$ cat config.mk
export PLATFORM = sky130hd
export DESIGN_NAME = fifo_queue_with_search_top
export DESIGN_NICKNAME = d
export VERILOG_FILES = /design/src/hdl/fqs_pkg.sv /design/src/hdl/fifo_queue_with_search_top.sv /design/src/hdl/fqs_ram.sv /design/src/hdl/fqs_core.sv
export SDC_FILE = /design/constraint.sdc
export NUM_CORES = 1
export LEC_CHECK = 0
export BUFFER_PORTS_ARGS = -buffer_cell sky130_fd_sc_hd__buf_2
export CAP_MARGIN = 40
export CORE_MARGIN = 3
export CORE_UTILIZATION = 25
export CTS_BUF_LIST = sky130_fd_sc_hd__clkbuf_4 sky130_fd_sc_hd__clkbuf_8
export DETAILED_ROUTE_END_ITERATION = 10
export GPL_TIMING_DRIVEN = 0
export SYNTH_ARGS = -nofsm -noshare
export SYNTH_HDL_FRONTEND = slang
export SYNTH_SLANG_ARGS = --single-unit
$ cat constraint.sdc
create_clock -name clk -period 4.7 [get_ports clk]
set_input_delay 1.41 -clock clk [delete_from_list [all_inputs] [get_ports clk]]
set_output_delay 1.41 -clock clk [all_outputs]
set_load 0.01 [all_outputs]
$ cat src/hdl/fqs_pkg.sv
// ----------------------------------------------------------------------------
// fqs_pkg
// Shared action codes and result status type for the searchable FIFO queue.
// ----------------------------------------------------------------------------
package fqs_pkg;

  localparam int unsigned ActionWidth = 2;
  localparam int unsigned ValueWidth  = 32;
  localparam int unsigned DataOutW    = 32;
  localparam int unsigned PosW        = 4;
  localparam int unsigned CountW      = 5;
  localparam int unsigned OutTdataW   = 48;

  typedef enum logic [ActionWidth-1:0] {
    ACT_ENQ  = 2'd0,
    ACT_DEQ  = 2'd1,
    ACT_SRCH = 2'd2,
    ACT_NONE = 2'd3
  } action_t;

  typedef struct packed {
    logic found;
    logic underflow;
    logic overflow;
  } res_flags_t;

endpackage

$ cat src/hdl/fifo_queue_with_search_top.sv
// ----------------------------------------------------------------------------
// fifo_queue_with_search_top
// FIFO queue of DEPTH values with enqueue, dequeue and first-match search.
//
//   channel  dir  tdata                      tuser
//   s_*      in   [31:0] value               [1:0] action
//   m_*      out  data_out, found, position, -
//                 underflow, overflow,
//                 count, empty_res
//
// A search scans from the head and reads one entry per cycle through the
// single memory read port. One item is in work at a time; the next is
// taken once its result has moved to the output register, which holds it
// while m_tready is low. rst clears pointers, count and the output valid
// flag; entries and the output data are not cleared.
// ----------------------------------------------------------------------------
module fifo_queue_with_search_top
  import fqs_pkg::*;
#(
  parameter int unsigned DEPTH      = 16,
  parameter int unsigned DATA_WIDTH = 32
) (
  input  logic                 clk,
  input  logic                 rst,
  input  logic                 s_tvalid,
  output logic                 s_tready,
  input  logic [31:0]          s_tdata,   // [31:0] value
  input  logic [1:0]           s_tuser,   // [1:0] action
  output logic                 m_tvalid,
  input  logic                 m_tready,
  output logic [OutTdataW-1:0] m_tdata    // [31:0] data_out, [32] found,
                                          // [36:33] position, [37] underflow,
                                          // [38] overflow, [43:39] count,
                                          // [44] empty_res, [47:45] zero
);

  localparam int unsigned AW = $clog2(DEPTH);
  localparam int unsigned CW = $clog2(DEPTH + 1);

  logic                  res_valid;
  logic                  res_ready;
  logic [DATA_WIDTH-1:0] res_data;
  logic [AW-1:0]         res_pos;
  logic [CW-1:0]         res_count;
  res_flags_t            res_flags;
  logic [DATA_WIDTH-1:0] in_word;
  action_t               in_action;

  logic                  mem_wr_en;
  logic [AW-1:0]         mem_wr_addr;
  logic [DATA_WIDTH-1:0] mem_wr_data;
  logic                  mem_rd_en;
  logic [AW-1:0]         mem_rd_addr;
  logic [DATA_WIDTH-1:0] mem_rd_data;

  assign in_word   = DATA_WIDTH'($unsigned(s_tdata[ValueWidth-1:0]));
  assign in_action = action_t'(s_tuser);
  assign res_ready = !m_tvalid || m_tready;

  fqs_core #(
    .DEPTH      (DEPTH),
    .DATA_WIDTH (DATA_WIDTH)
  ) u_core (
    .clk         (clk),
    .rst         (rst),
    .in_valid    (s_tvalid),
    .in_ready    (s_tready),
    .in_action   (in_action),
    .in_word     (in_word),
    .res_valid   (res_valid),
    .res_ready   (res_ready),
    .res_data    (res_data),
    .res_pos     (res_pos),
    .res_count   (res_count),
    .res_flags   (res_flags),
    .mem_wr_en   (mem_wr_en),
    .mem_wr_addr (mem_wr_addr),
    .mem_wr_data (mem_wr_data),
    .mem_rd_en   (mem_rd_en),
    .mem_rd_addr (mem_rd_addr),
    .mem_rd_data (mem_rd_data)
  );

  fqs_ram #(
    .WIDTH (DATA_WIDTH),
    .DEPTH (DEPTH)
  ) u_entries (
    .clk     (clk),
    .wr_en   (mem_wr_en),
    .wr_addr (mem_wr_addr),
    .wr_data (mem_wr_data),
    .rd_en   (mem_rd_en),
    .rd_addr (mem_rd_addr),
    .rd_data (mem_rd_data)
  );

  always_ff @(posedge clk) begin
    if (rst) begin
      m_tvalid <= 1'b0;
    end else begin
      if (res_valid && res_ready) begin
        m_tvalid <= 1'b1;
      end else if (m_tready) begin
        m_tvalid <= 1'b0;
      end
    end
  end

  always_ff @(posedge clk) begin
    if (res_valid && res_ready) begin
      m_tdata <= {3'b000,
                  (res_count == '0),
                  CountW'(res_count),
                  res_flags.overflow,
                  res_flags.underflow,
                  PosW'(res_pos),
                  res_flags.found,
                  DataOutW'(res_data)};
    end
  end

endmodule

$ cat src/hdl/fqs_ram.sv
// ----------------------------------------------------------------------------
// fqs_ram
// Simple dual-port RAM: one write port, one read port with registered data.
// ----------------------------------------------------------------------------
module fqs_ram #(
  parameter int unsigned WIDTH = 32,
  parameter int unsigned DEPTH = 16
) (
  input  logic                     clk,
  input  logic                     wr_en,
  input  logic [$clog2(DEPTH)-1:0] wr_addr,
  input  logic [WIDTH-1:0]         wr_data,
  input  logic                     rd_en,
  input  logic [$clog2(DEPTH)-1:0] rd_addr,
  output logic [WIDTH-1:0]         rd_data
);

  logic [WIDTH-1:0] mem [DEPTH];

  always_ff @(posedge clk) begin
    if (wr_en) begin
      mem[wr_addr] <= wr_data;
    end
    if (rd_en) begin
      rd_data <= mem[rd_addr];
    end
  end

endmodule

$ cat src/hdl/fqs_core.sv
// ----------------------------------------------------------------------------
// fqs_core
// Ring pointers, element count and the request sequencer that drives the
// entry memory: enqueue writes, dequeue reads, search reads one entry a cycle.
// ----------------------------------------------------------------------------
module fqs_core
  import fqs_pkg::*;
#(
  parameter int unsigned DEPTH      = 16,
  parameter int unsigned DATA_WIDTH = 32
) (
  input  logic                       clk,
  input  logic                       rst,
  input  logic                       in_valid,
  output logic                       in_ready,
  input  action_t                    in_action,
  input  logic [DATA_WIDTH-1:0]      in_word,
  output logic                       res_valid,
  input  logic                       res_ready,
  output logic [DATA_WIDTH-1:0]      res_data,
  output logic [$clog2(DEPTH)-1:0]   res_pos,
  output logic [$clog2(DEPTH+1)-1:0] res_count,
  output res_flags_t                 res_flags,
  output logic                       mem_wr_en,
  output logic [$clog2(DEPTH)-1:0]   mem_wr_addr,
  output logic [DATA_WIDTH-1:0]      mem_wr_data,
  output logic                       mem_rd_en,
  output logic [$clog2(DEPTH)-1:0]   mem_rd_addr,
  input  logic [DATA_WIDTH-1:0]      mem_rd_data
);

  localparam int unsigned AW = $clog2(DEPTH);
  localparam int unsigned CW = $clog2(DEPTH + 1);

  typedef enum logic [1:0] {
    ST_IDLE,
    ST_RD_WAIT,
    ST_SCAN,
    ST_DONE
  } state_t;

  state_t                state;
  logic [AW-1:0]         head;
  logic [AW-1:0]         tail;
  logic [CW-1:0]         count;
  logic [AW-1:0]         scan_idx;
  logic [AW-1:0]         scan_k;
  logic [DATA_WIDTH-1:0] key;

  logic in_fire;
  logic is_full;
  logic is_empty;
  logic scan_hit;
  logic scan_last;

  function automatic logic [AW-1:0] ring_next(input logic [AW-1:0] idx);
    logic [AW-1:0] nxt;
    nxt = (idx == AW'(DEPTH - 1)) ? '0 : idx + AW'(1);
    return nxt;
  endfunction

  assign in_ready  = (state == ST_IDLE);
  assign in_fire   = in_valid && in_ready;
  assign is_full   = (count == CW'(DEPTH));
  assign is_empty  = (count == '0);
  assign scan_hit  = (mem_rd_data == key);
  assign scan_last = ((CW'(scan_k) + CW'(1)) == count);

  assign res_valid = (state == ST_DONE);
  assign res_count = count;

  assign mem_wr_en   = in_fire && (in_action == ACT_ENQ) && !is_full;
  assign mem_wr_addr = tail;
  assign mem_wr_data = in_word;
  assign mem_rd_addr = (state == ST_IDLE) ? head : scan_idx;
  assign mem_rd_en   = (in_fire && !is_empty &&
                        ((in_action == ACT_DEQ) || (in_action == ACT_SRCH))) ||
                       ((state == ST_SCAN) && !scan_hit && !scan_last);

  always_ff @(posedge clk) begin
    if (rst) begin
      state <= ST_IDLE;
      head  <= '0;
      tail  <= '0;
      count <= '0;
    end else begin
      case (state)
        ST_IDLE: begin
          if (in_fire) begin
            res_data  <= '0;
            res_pos   <= '0;
            res_flags <= '0;
            case (in_action)
              ACT_ENQ: begin
                if (is_full) begin
                  res_flags.overflow <= 1'b1;
                end else begin
                  tail  <= ring_next(tail);
                  count <= count + CW'(1);
                end
                state <= ST_DONE;
              end
              ACT_DEQ: begin
                if (is_empty) begin
                  res_flags.underflow <= 1'b1;
                  state               <= ST_DONE;
                end else begin
                  state <= ST_RD_WAIT;
                end
              end
              ACT_SRCH: begin
                key      <= in_word;
                scan_idx <= ring_next(head);
                scan_k   <= '0;
                state    <= is_empty ? ST_DONE : ST_SCAN;
              end
              default: begin
                state <= ST_DONE;
              end
            endcase
          end
        end
        ST_RD_WAIT: begin
          res_data <= mem_rd_data;
          head     <= ring_next(head);
          count    <= count - CW'(1);
          state    <= ST_DONE;
        end
        ST_SCAN: begin
          if (scan_hit) begin
            res_flags.found <= 1'b1;
            res_pos         <= scan_k;
            state           <= ST_DONE;
          end else if (scan_last) begin
            state <= ST_DONE;
          end else begin
            scan_idx <= ring_next(scan_idx);
            scan_k   <= scan_k + AW'(1);
          end
        end
        ST_DONE: begin
          if (res_ready) begin
            state <= ST_IDLE;
          end
        end
        default: begin
          state <= ST_IDLE;
        end
      endcase
    end
  end

endmodule

# ---- Word level (Yosys, flattened, before mapping)
# Memories as Yosys holds them, arrays and structs flattened. A register that Yosys moved wholly into a read port is not among the register bits.
# Index checks and enable logic that the tools add are counted.
dict set report totals {
  regBits 140
  mem_bits_rw 512
  in_bits 38
  out_inout_bits 50
  elab_cells 116
  memories 1
}
# memory depth word_bits rd rd_ports_with_merged_regs write_ports line
set memory_table {}
lappend memory_table {u_entries.mem 16 32 1 1 1 fqs_ram.sv:18} ;# logic [WIDTH-1:0] mem [DEPTH];
dict set report classes {
  n_addsub 7
  eq_ne 20
  mux 42
  bitwise_logic 2
  reduce_logical 30
}
# operator count
set op_table {}
lappend op_table {{$pmux W32 S2} 1}
lappend op_table {{$mux W4} 14}
lappend op_table {{$eq A32 B32 Y1} 1}
lappend op_table {{$mux W32} 1}
lappend op_table {{$pmux W4 S2} 3}
lappend op_table {{$add A4 B1 Y4 const B} 4}
lappend op_table {{$reduce_and A4 Y1} 4}
lappend op_table {{$mux W5} 3}
lappend op_table {{$eq A4 B4 Y1 const B} 3}
lappend op_table {{$ne A2 B2 Y1 const B} 6}
lappend op_table {{$mux W1} 10}
lappend op_table {{$mux W2} 5}
lappend op_table {{$pmux W5 S2} 1}
lappend op_table {{$reduce_and A3 Y1} 3}
lappend op_table {{$logic_and A1 B1 Y1} 8}
lappend op_table {{$pmux W2 S4} 1}
lappend op_table {{$eq A2 B2 Y1 const B} 3}
lappend op_table {{$reduce_and A6 Y1} 1}
lappend op_table {{$reduce_bool A2 Y1} 3}
lappend op_table {{$add A4 B1 Y5 const B} 1}
lappend op_table {{$add A5 B1 Y5 const B} 1}
lappend op_table {{$eq A5 B5 Y1} 1}
lappend op_table {{$eq A5 B5 Y1 const B} 1}
lappend op_table {{$logic_not A1 Y1} 5}
lappend op_table {{other kinds (11)} 17}

# ---- Longest topological paths before layout
dict set report depth {
  word_depth 6
  depth_mapped 10
  ltp_nobuf 9
}

# ---- Cells and area by module
# From an unflattened synthesis, not the netlist that was laid out.
dict set report hier_totals {
  hier_cells 1247
  area_unflattened_um2 26087.5
}
# mod n_inst cells_per_inst area_per_inst_um2
set modules_own_cells {}
lappend modules_own_cells {fqs_ram 1 838 20155.6}
lappend modules_own_cells {fqs_core 1 353 4501.8}
lappend modules_own_cells {fifo_queue_with_search_top 1 56 1430.1}

# ---- Worst setup path before layout
# Ideal clock, no wire load.
dict set report synth_path {
  path_type {input port to flip-flop}
  start {in s_tuser[0]}
  end {mem u_entries.mem[3][0], enable pin}
  setup_ns 0.461
  arrival_ns 4.505
  required_time_ns 4.239
  path_slack_ns -0.266
  path_stages 7
  path_buffers 1
  cell_sequence {inv_1 ha_1 nand3_1 a21oi_1 clkbuf_1 nand2_1 nor3_1}
}
dict set report synth_between {
  elab_chain_cells 5
}
# item line
set synth_lines {}
lappend synth_lines {{start: declaration} fifo_queue_with_search_top.sv:28} ;# input logic [1:0] s_tuser,
lappend synth_lines {{$logic_not A2 Y1} fqs_core.sv:72} ;# assign mem_wr_en = in_fire && (in_action == ACT_ENQ) && !is_full;
lappend synth_lines {{$logic_and A1 B1 Y1 (2 in a row)} fqs_core.sv:72}
lappend synth_lines {{$mux W1} fqs_ram.sv:21} ;# if (wr_en) begin
lappend synth_lines {{$mux W1 (not written as such)} fqs_ram.sv:22} ;# mem[wr_addr] <= wr_data;
lappend synth_lines {{end: declaration} fqs_ram.sv:18}
# Every way passes these cells.

# ---- Worst setup path in the final report
dict set report layout_path {
  start {in s_tuser[0]}
  end {mem u_entries.mem[0][19], enable pin}
}
# The elaborated chain is that of the path after synthesis.

==> reports/metrics.csv <==
stage,metric,value,unit
critical_path,Critical Path Sink Type,flip-flop,
grt,largest net degree at the start of global routing,27,
synth,Gate Count Post-Synth,1281,
drt,Vias/cell,4.39,
synth,synthesis-stage register bit count,684,
grt,total gr overflow,0,
placement,GP Congestion,0.781,
grt,vias in the first global route,13500,
critical_path,worst r2r src,u_core.state[0],
clock_tree,TritonCTS Buffers,107,
critical_path,Critical Path RT,5080,ps
clock_tree,Skew-Pair Late Insertion Delay,700,ps
timing,RSZ-0062 raised after global routing,no,
synth,Yosys warnings,0,
timing,Worst Skew,37.8,ps
placement,number of buffers added on ports,84,
cells_and_area,"Area growth, synth to finish",18.9,%
flow_run,max_cap viols,0,
drt,WL/cell,21.0,um
clock_tree,hold buffer count at CTS,0,
clock_tree,clk buf depth,3,
timing,Worst Max-Slew Pin Slew,892,ps
synth,Post-Syn Area,0.0262,mm2
critical_path,"Max FO, Critical Path",13,
pwr,VDD IR-drop max,0.271,mV
synth,Post-synth EDFFs,668,
floorplan,Initial Utilization,0.252,
drt,Pre-antenna DRT Iters,5,
drt,Post-DRT Antenna Nets,0,
floorplan,Row Count,118,
clock_tree,clock root buffer,clkbuf_8,
floorplan,I/O pins,88,
critical_path,"Arr. time, crit path",4110,ps
clock_tree,"Clk pin slew, worst setup/hold paths",60,ps
status,status,finished clean,
floorplan,width of the chip,329,um
drt,drt drc,0,
timing,final period utilization,0.792,
placement,placed cell areas,0.0290,mm2
critical_path,crit path kind,in -> reg,
pwr,Static Leak,9.92,nW
floorplan,core area,0.104,mm2
critical_path,"Slowest-stage cell, CP",nor3_4,
drt,via count,13000,
synth,Yosys top cell area share,0.767,
critical_path,cell family with most CP delay,simple AND/OR/NAND/NOR gates,
cells_and_area,layout cells sized above 1,0.290,
hold_path,HP Start,u_core.res_data[3],
pwr,Final Power,16.9,mW
floorplan,Die H,329,um
synth,"Distinct cells, synth",39,
synth,Post-synth ARST share,0,
critical_path,crit-path cells,buf_2 > inv_1 > ha_1 > nand3_1 > a21oi_1 > clkbuf_1 > nand2_1 > nor3_4 > buf_8 > buf_8,
clock_tree,CTS H-tree lvls,3,
drt,drt total wl,62.4,mm
placement,DP HPWL,41.8,mm
critical_path,"slowest stage delay, CP",760,ps
critical_path,CP startpoint kind,input pin,
critical_path,most frequent CP cell,buf_8,
timing,final slew viol count,0,
synth,Post-synth top cells,"edfxtp_1 (668), mux4_2 (128), nand2_1 (77), and2_1 (72), xnor2_1 (38)",
cells_and_area,final instance area,0.0311,mm2
timing,Fmax,269,MHz
hold_path,Worst Hold Class,reg -> reg,
clock_tree,Post-CTS Setup Bufs,0,
floorplan,Die Area,0.109,mm2
pwr,Pwr Density,542,mW/mm2
grt,first-pass GRT wire length,91.1,mm
placement,placed cell count,2777,
synth,"Top FF cell, synth",edfxtp_1,
grt,GRT Total Usage,0.114,
cells_and_area,nets@finish,1562,
timing,final hold viol count,0,
grt,initial antenna violation count,12,
timing,slew margin rel.,0.404,
synth,register area share after synthesis,0.779,
critical_path,crit path buf inv count,5,
clock_tree,CTS Sinks,684,
critical_path,Crit. Startpoint,s_tuser[0],
synth,top-count cell post-synth,edfxtp_1,
cells_and_area,"non-filler cells, final",2971,
timing,Final min period,3720,ps
clock_tree,cts repair resizes,0,
synth,post-synth top area cell,edfxtp_1,
drt,initial DRC count,1327,
clock_tree,TritonCTS clock tree,yes,
timing,endpoints failing setup,0,
synth,synth top area cells,"edfxtp_1 (77%), mux4_2 (11%), and2_1 (1.7%)",
synth,Mean Syn Cell Area,20.4,um2
==> cells by family after synthesis <==
group	after synthesis	synth area share
AND/OR/NAND/NOR	224	0.0421
AO/OA/AOI/OAI	96	0.0243
multiplexers	141	0.115
other	1	0.000143
XOR/XNOR	48	0.0161
buffers and inverters	69	0.0141
adder cells (fa/ha/maj)	18	0.00890
flip-flops	684	0.779
==> where the power goes <==
group / internal [mW] / switching (mW) / total [mW]
registers: 7.25 / 0.243 / 7.49
logic: 1.96 / 2.50 / 4.45
clock network: 2.68 / 2.23 / 4.91
total: 11.9 / 4.97 / 16.9
==> stage by stage <==
step	TNS [ps]	setup WS (ps)	utilization	hold WS (ps)
after floorplan	0	136	-	400
after global placement	-799620	-2390	0.273	409
after detailed placement	0	287	0.280	405
after CTS	0	1030	0.300	402
after global routing	0	811	0.300	426
final	0	977	0.300	403
==> layout make-up <==
cell class,instances,area (um2)
antenna,7,17.5
buffer,62,343
clock buffer,148,1800
clock inverter,39,292
fill,10100,72500
inverter,7,26.3
multi-input combinational,530,5580
sequential,684,20400
tap,1380,1730
timing repair buffer,114,933
==> flip-flops by register name, summed over array words and instances (netlist names), 3 cells and up <==
signal              count
u_entries.rd_data      32
u_core.mem_wr_addr      4
u_core.res_flags        3
u_entries.mem         512
u_core.head             4
u_core.scan_k           4
u_core.key             32
u_core.scan_idx         4
u_core.res_count        5
u_core.res_pos          4
m_tdata                45
u_core.res_data        32
==> final timing paths <==
check	endpoint	slack (ps)	depth (start not counted)
setup / recovery	u_entries.mem[0][19]	980	10
hold / removal	m_tdata[3]	400	0
setup reg to reg	u_entries.mem[0][19]	1190	10
hold reg to reg	m_tdata[3]	400	0
==> metal layers <==
layer / part of all wire / up-vias / track usage / wire [um]
li1: - / 5631 / - / -
met1: 0.43 / 6821 / 0.156 / 27000
met2: 0.47 / 494 / 0.180 / 29300
met3: 0.079 / 95 / 0.0321 / 4950
met4: 0.017 / 8 / 0.0274 / 1070
met5: 0.00077 / - / 0 / 48
==> cell usage in the layout (no fill, tap or decap), types with 13 or more instances in the layout <==
cell type / n
a211oi_1: 32
a31oi_1: 37
and2_1: 71
buf_12: 14
buf_2: 95
clkbuf_1: 32
clkbuf_4: 38
clkbuf_8: 110
clkinv_1: 21
dfxtp_1: 16
edfxtp_1: 668
ha_1: 17
mux4_2: 128
nand2_1: 77
nor2_1: 24
nor2_4: 13
xnor2_1: 38
Note: power is estimated with default switching activity, not from simulation.
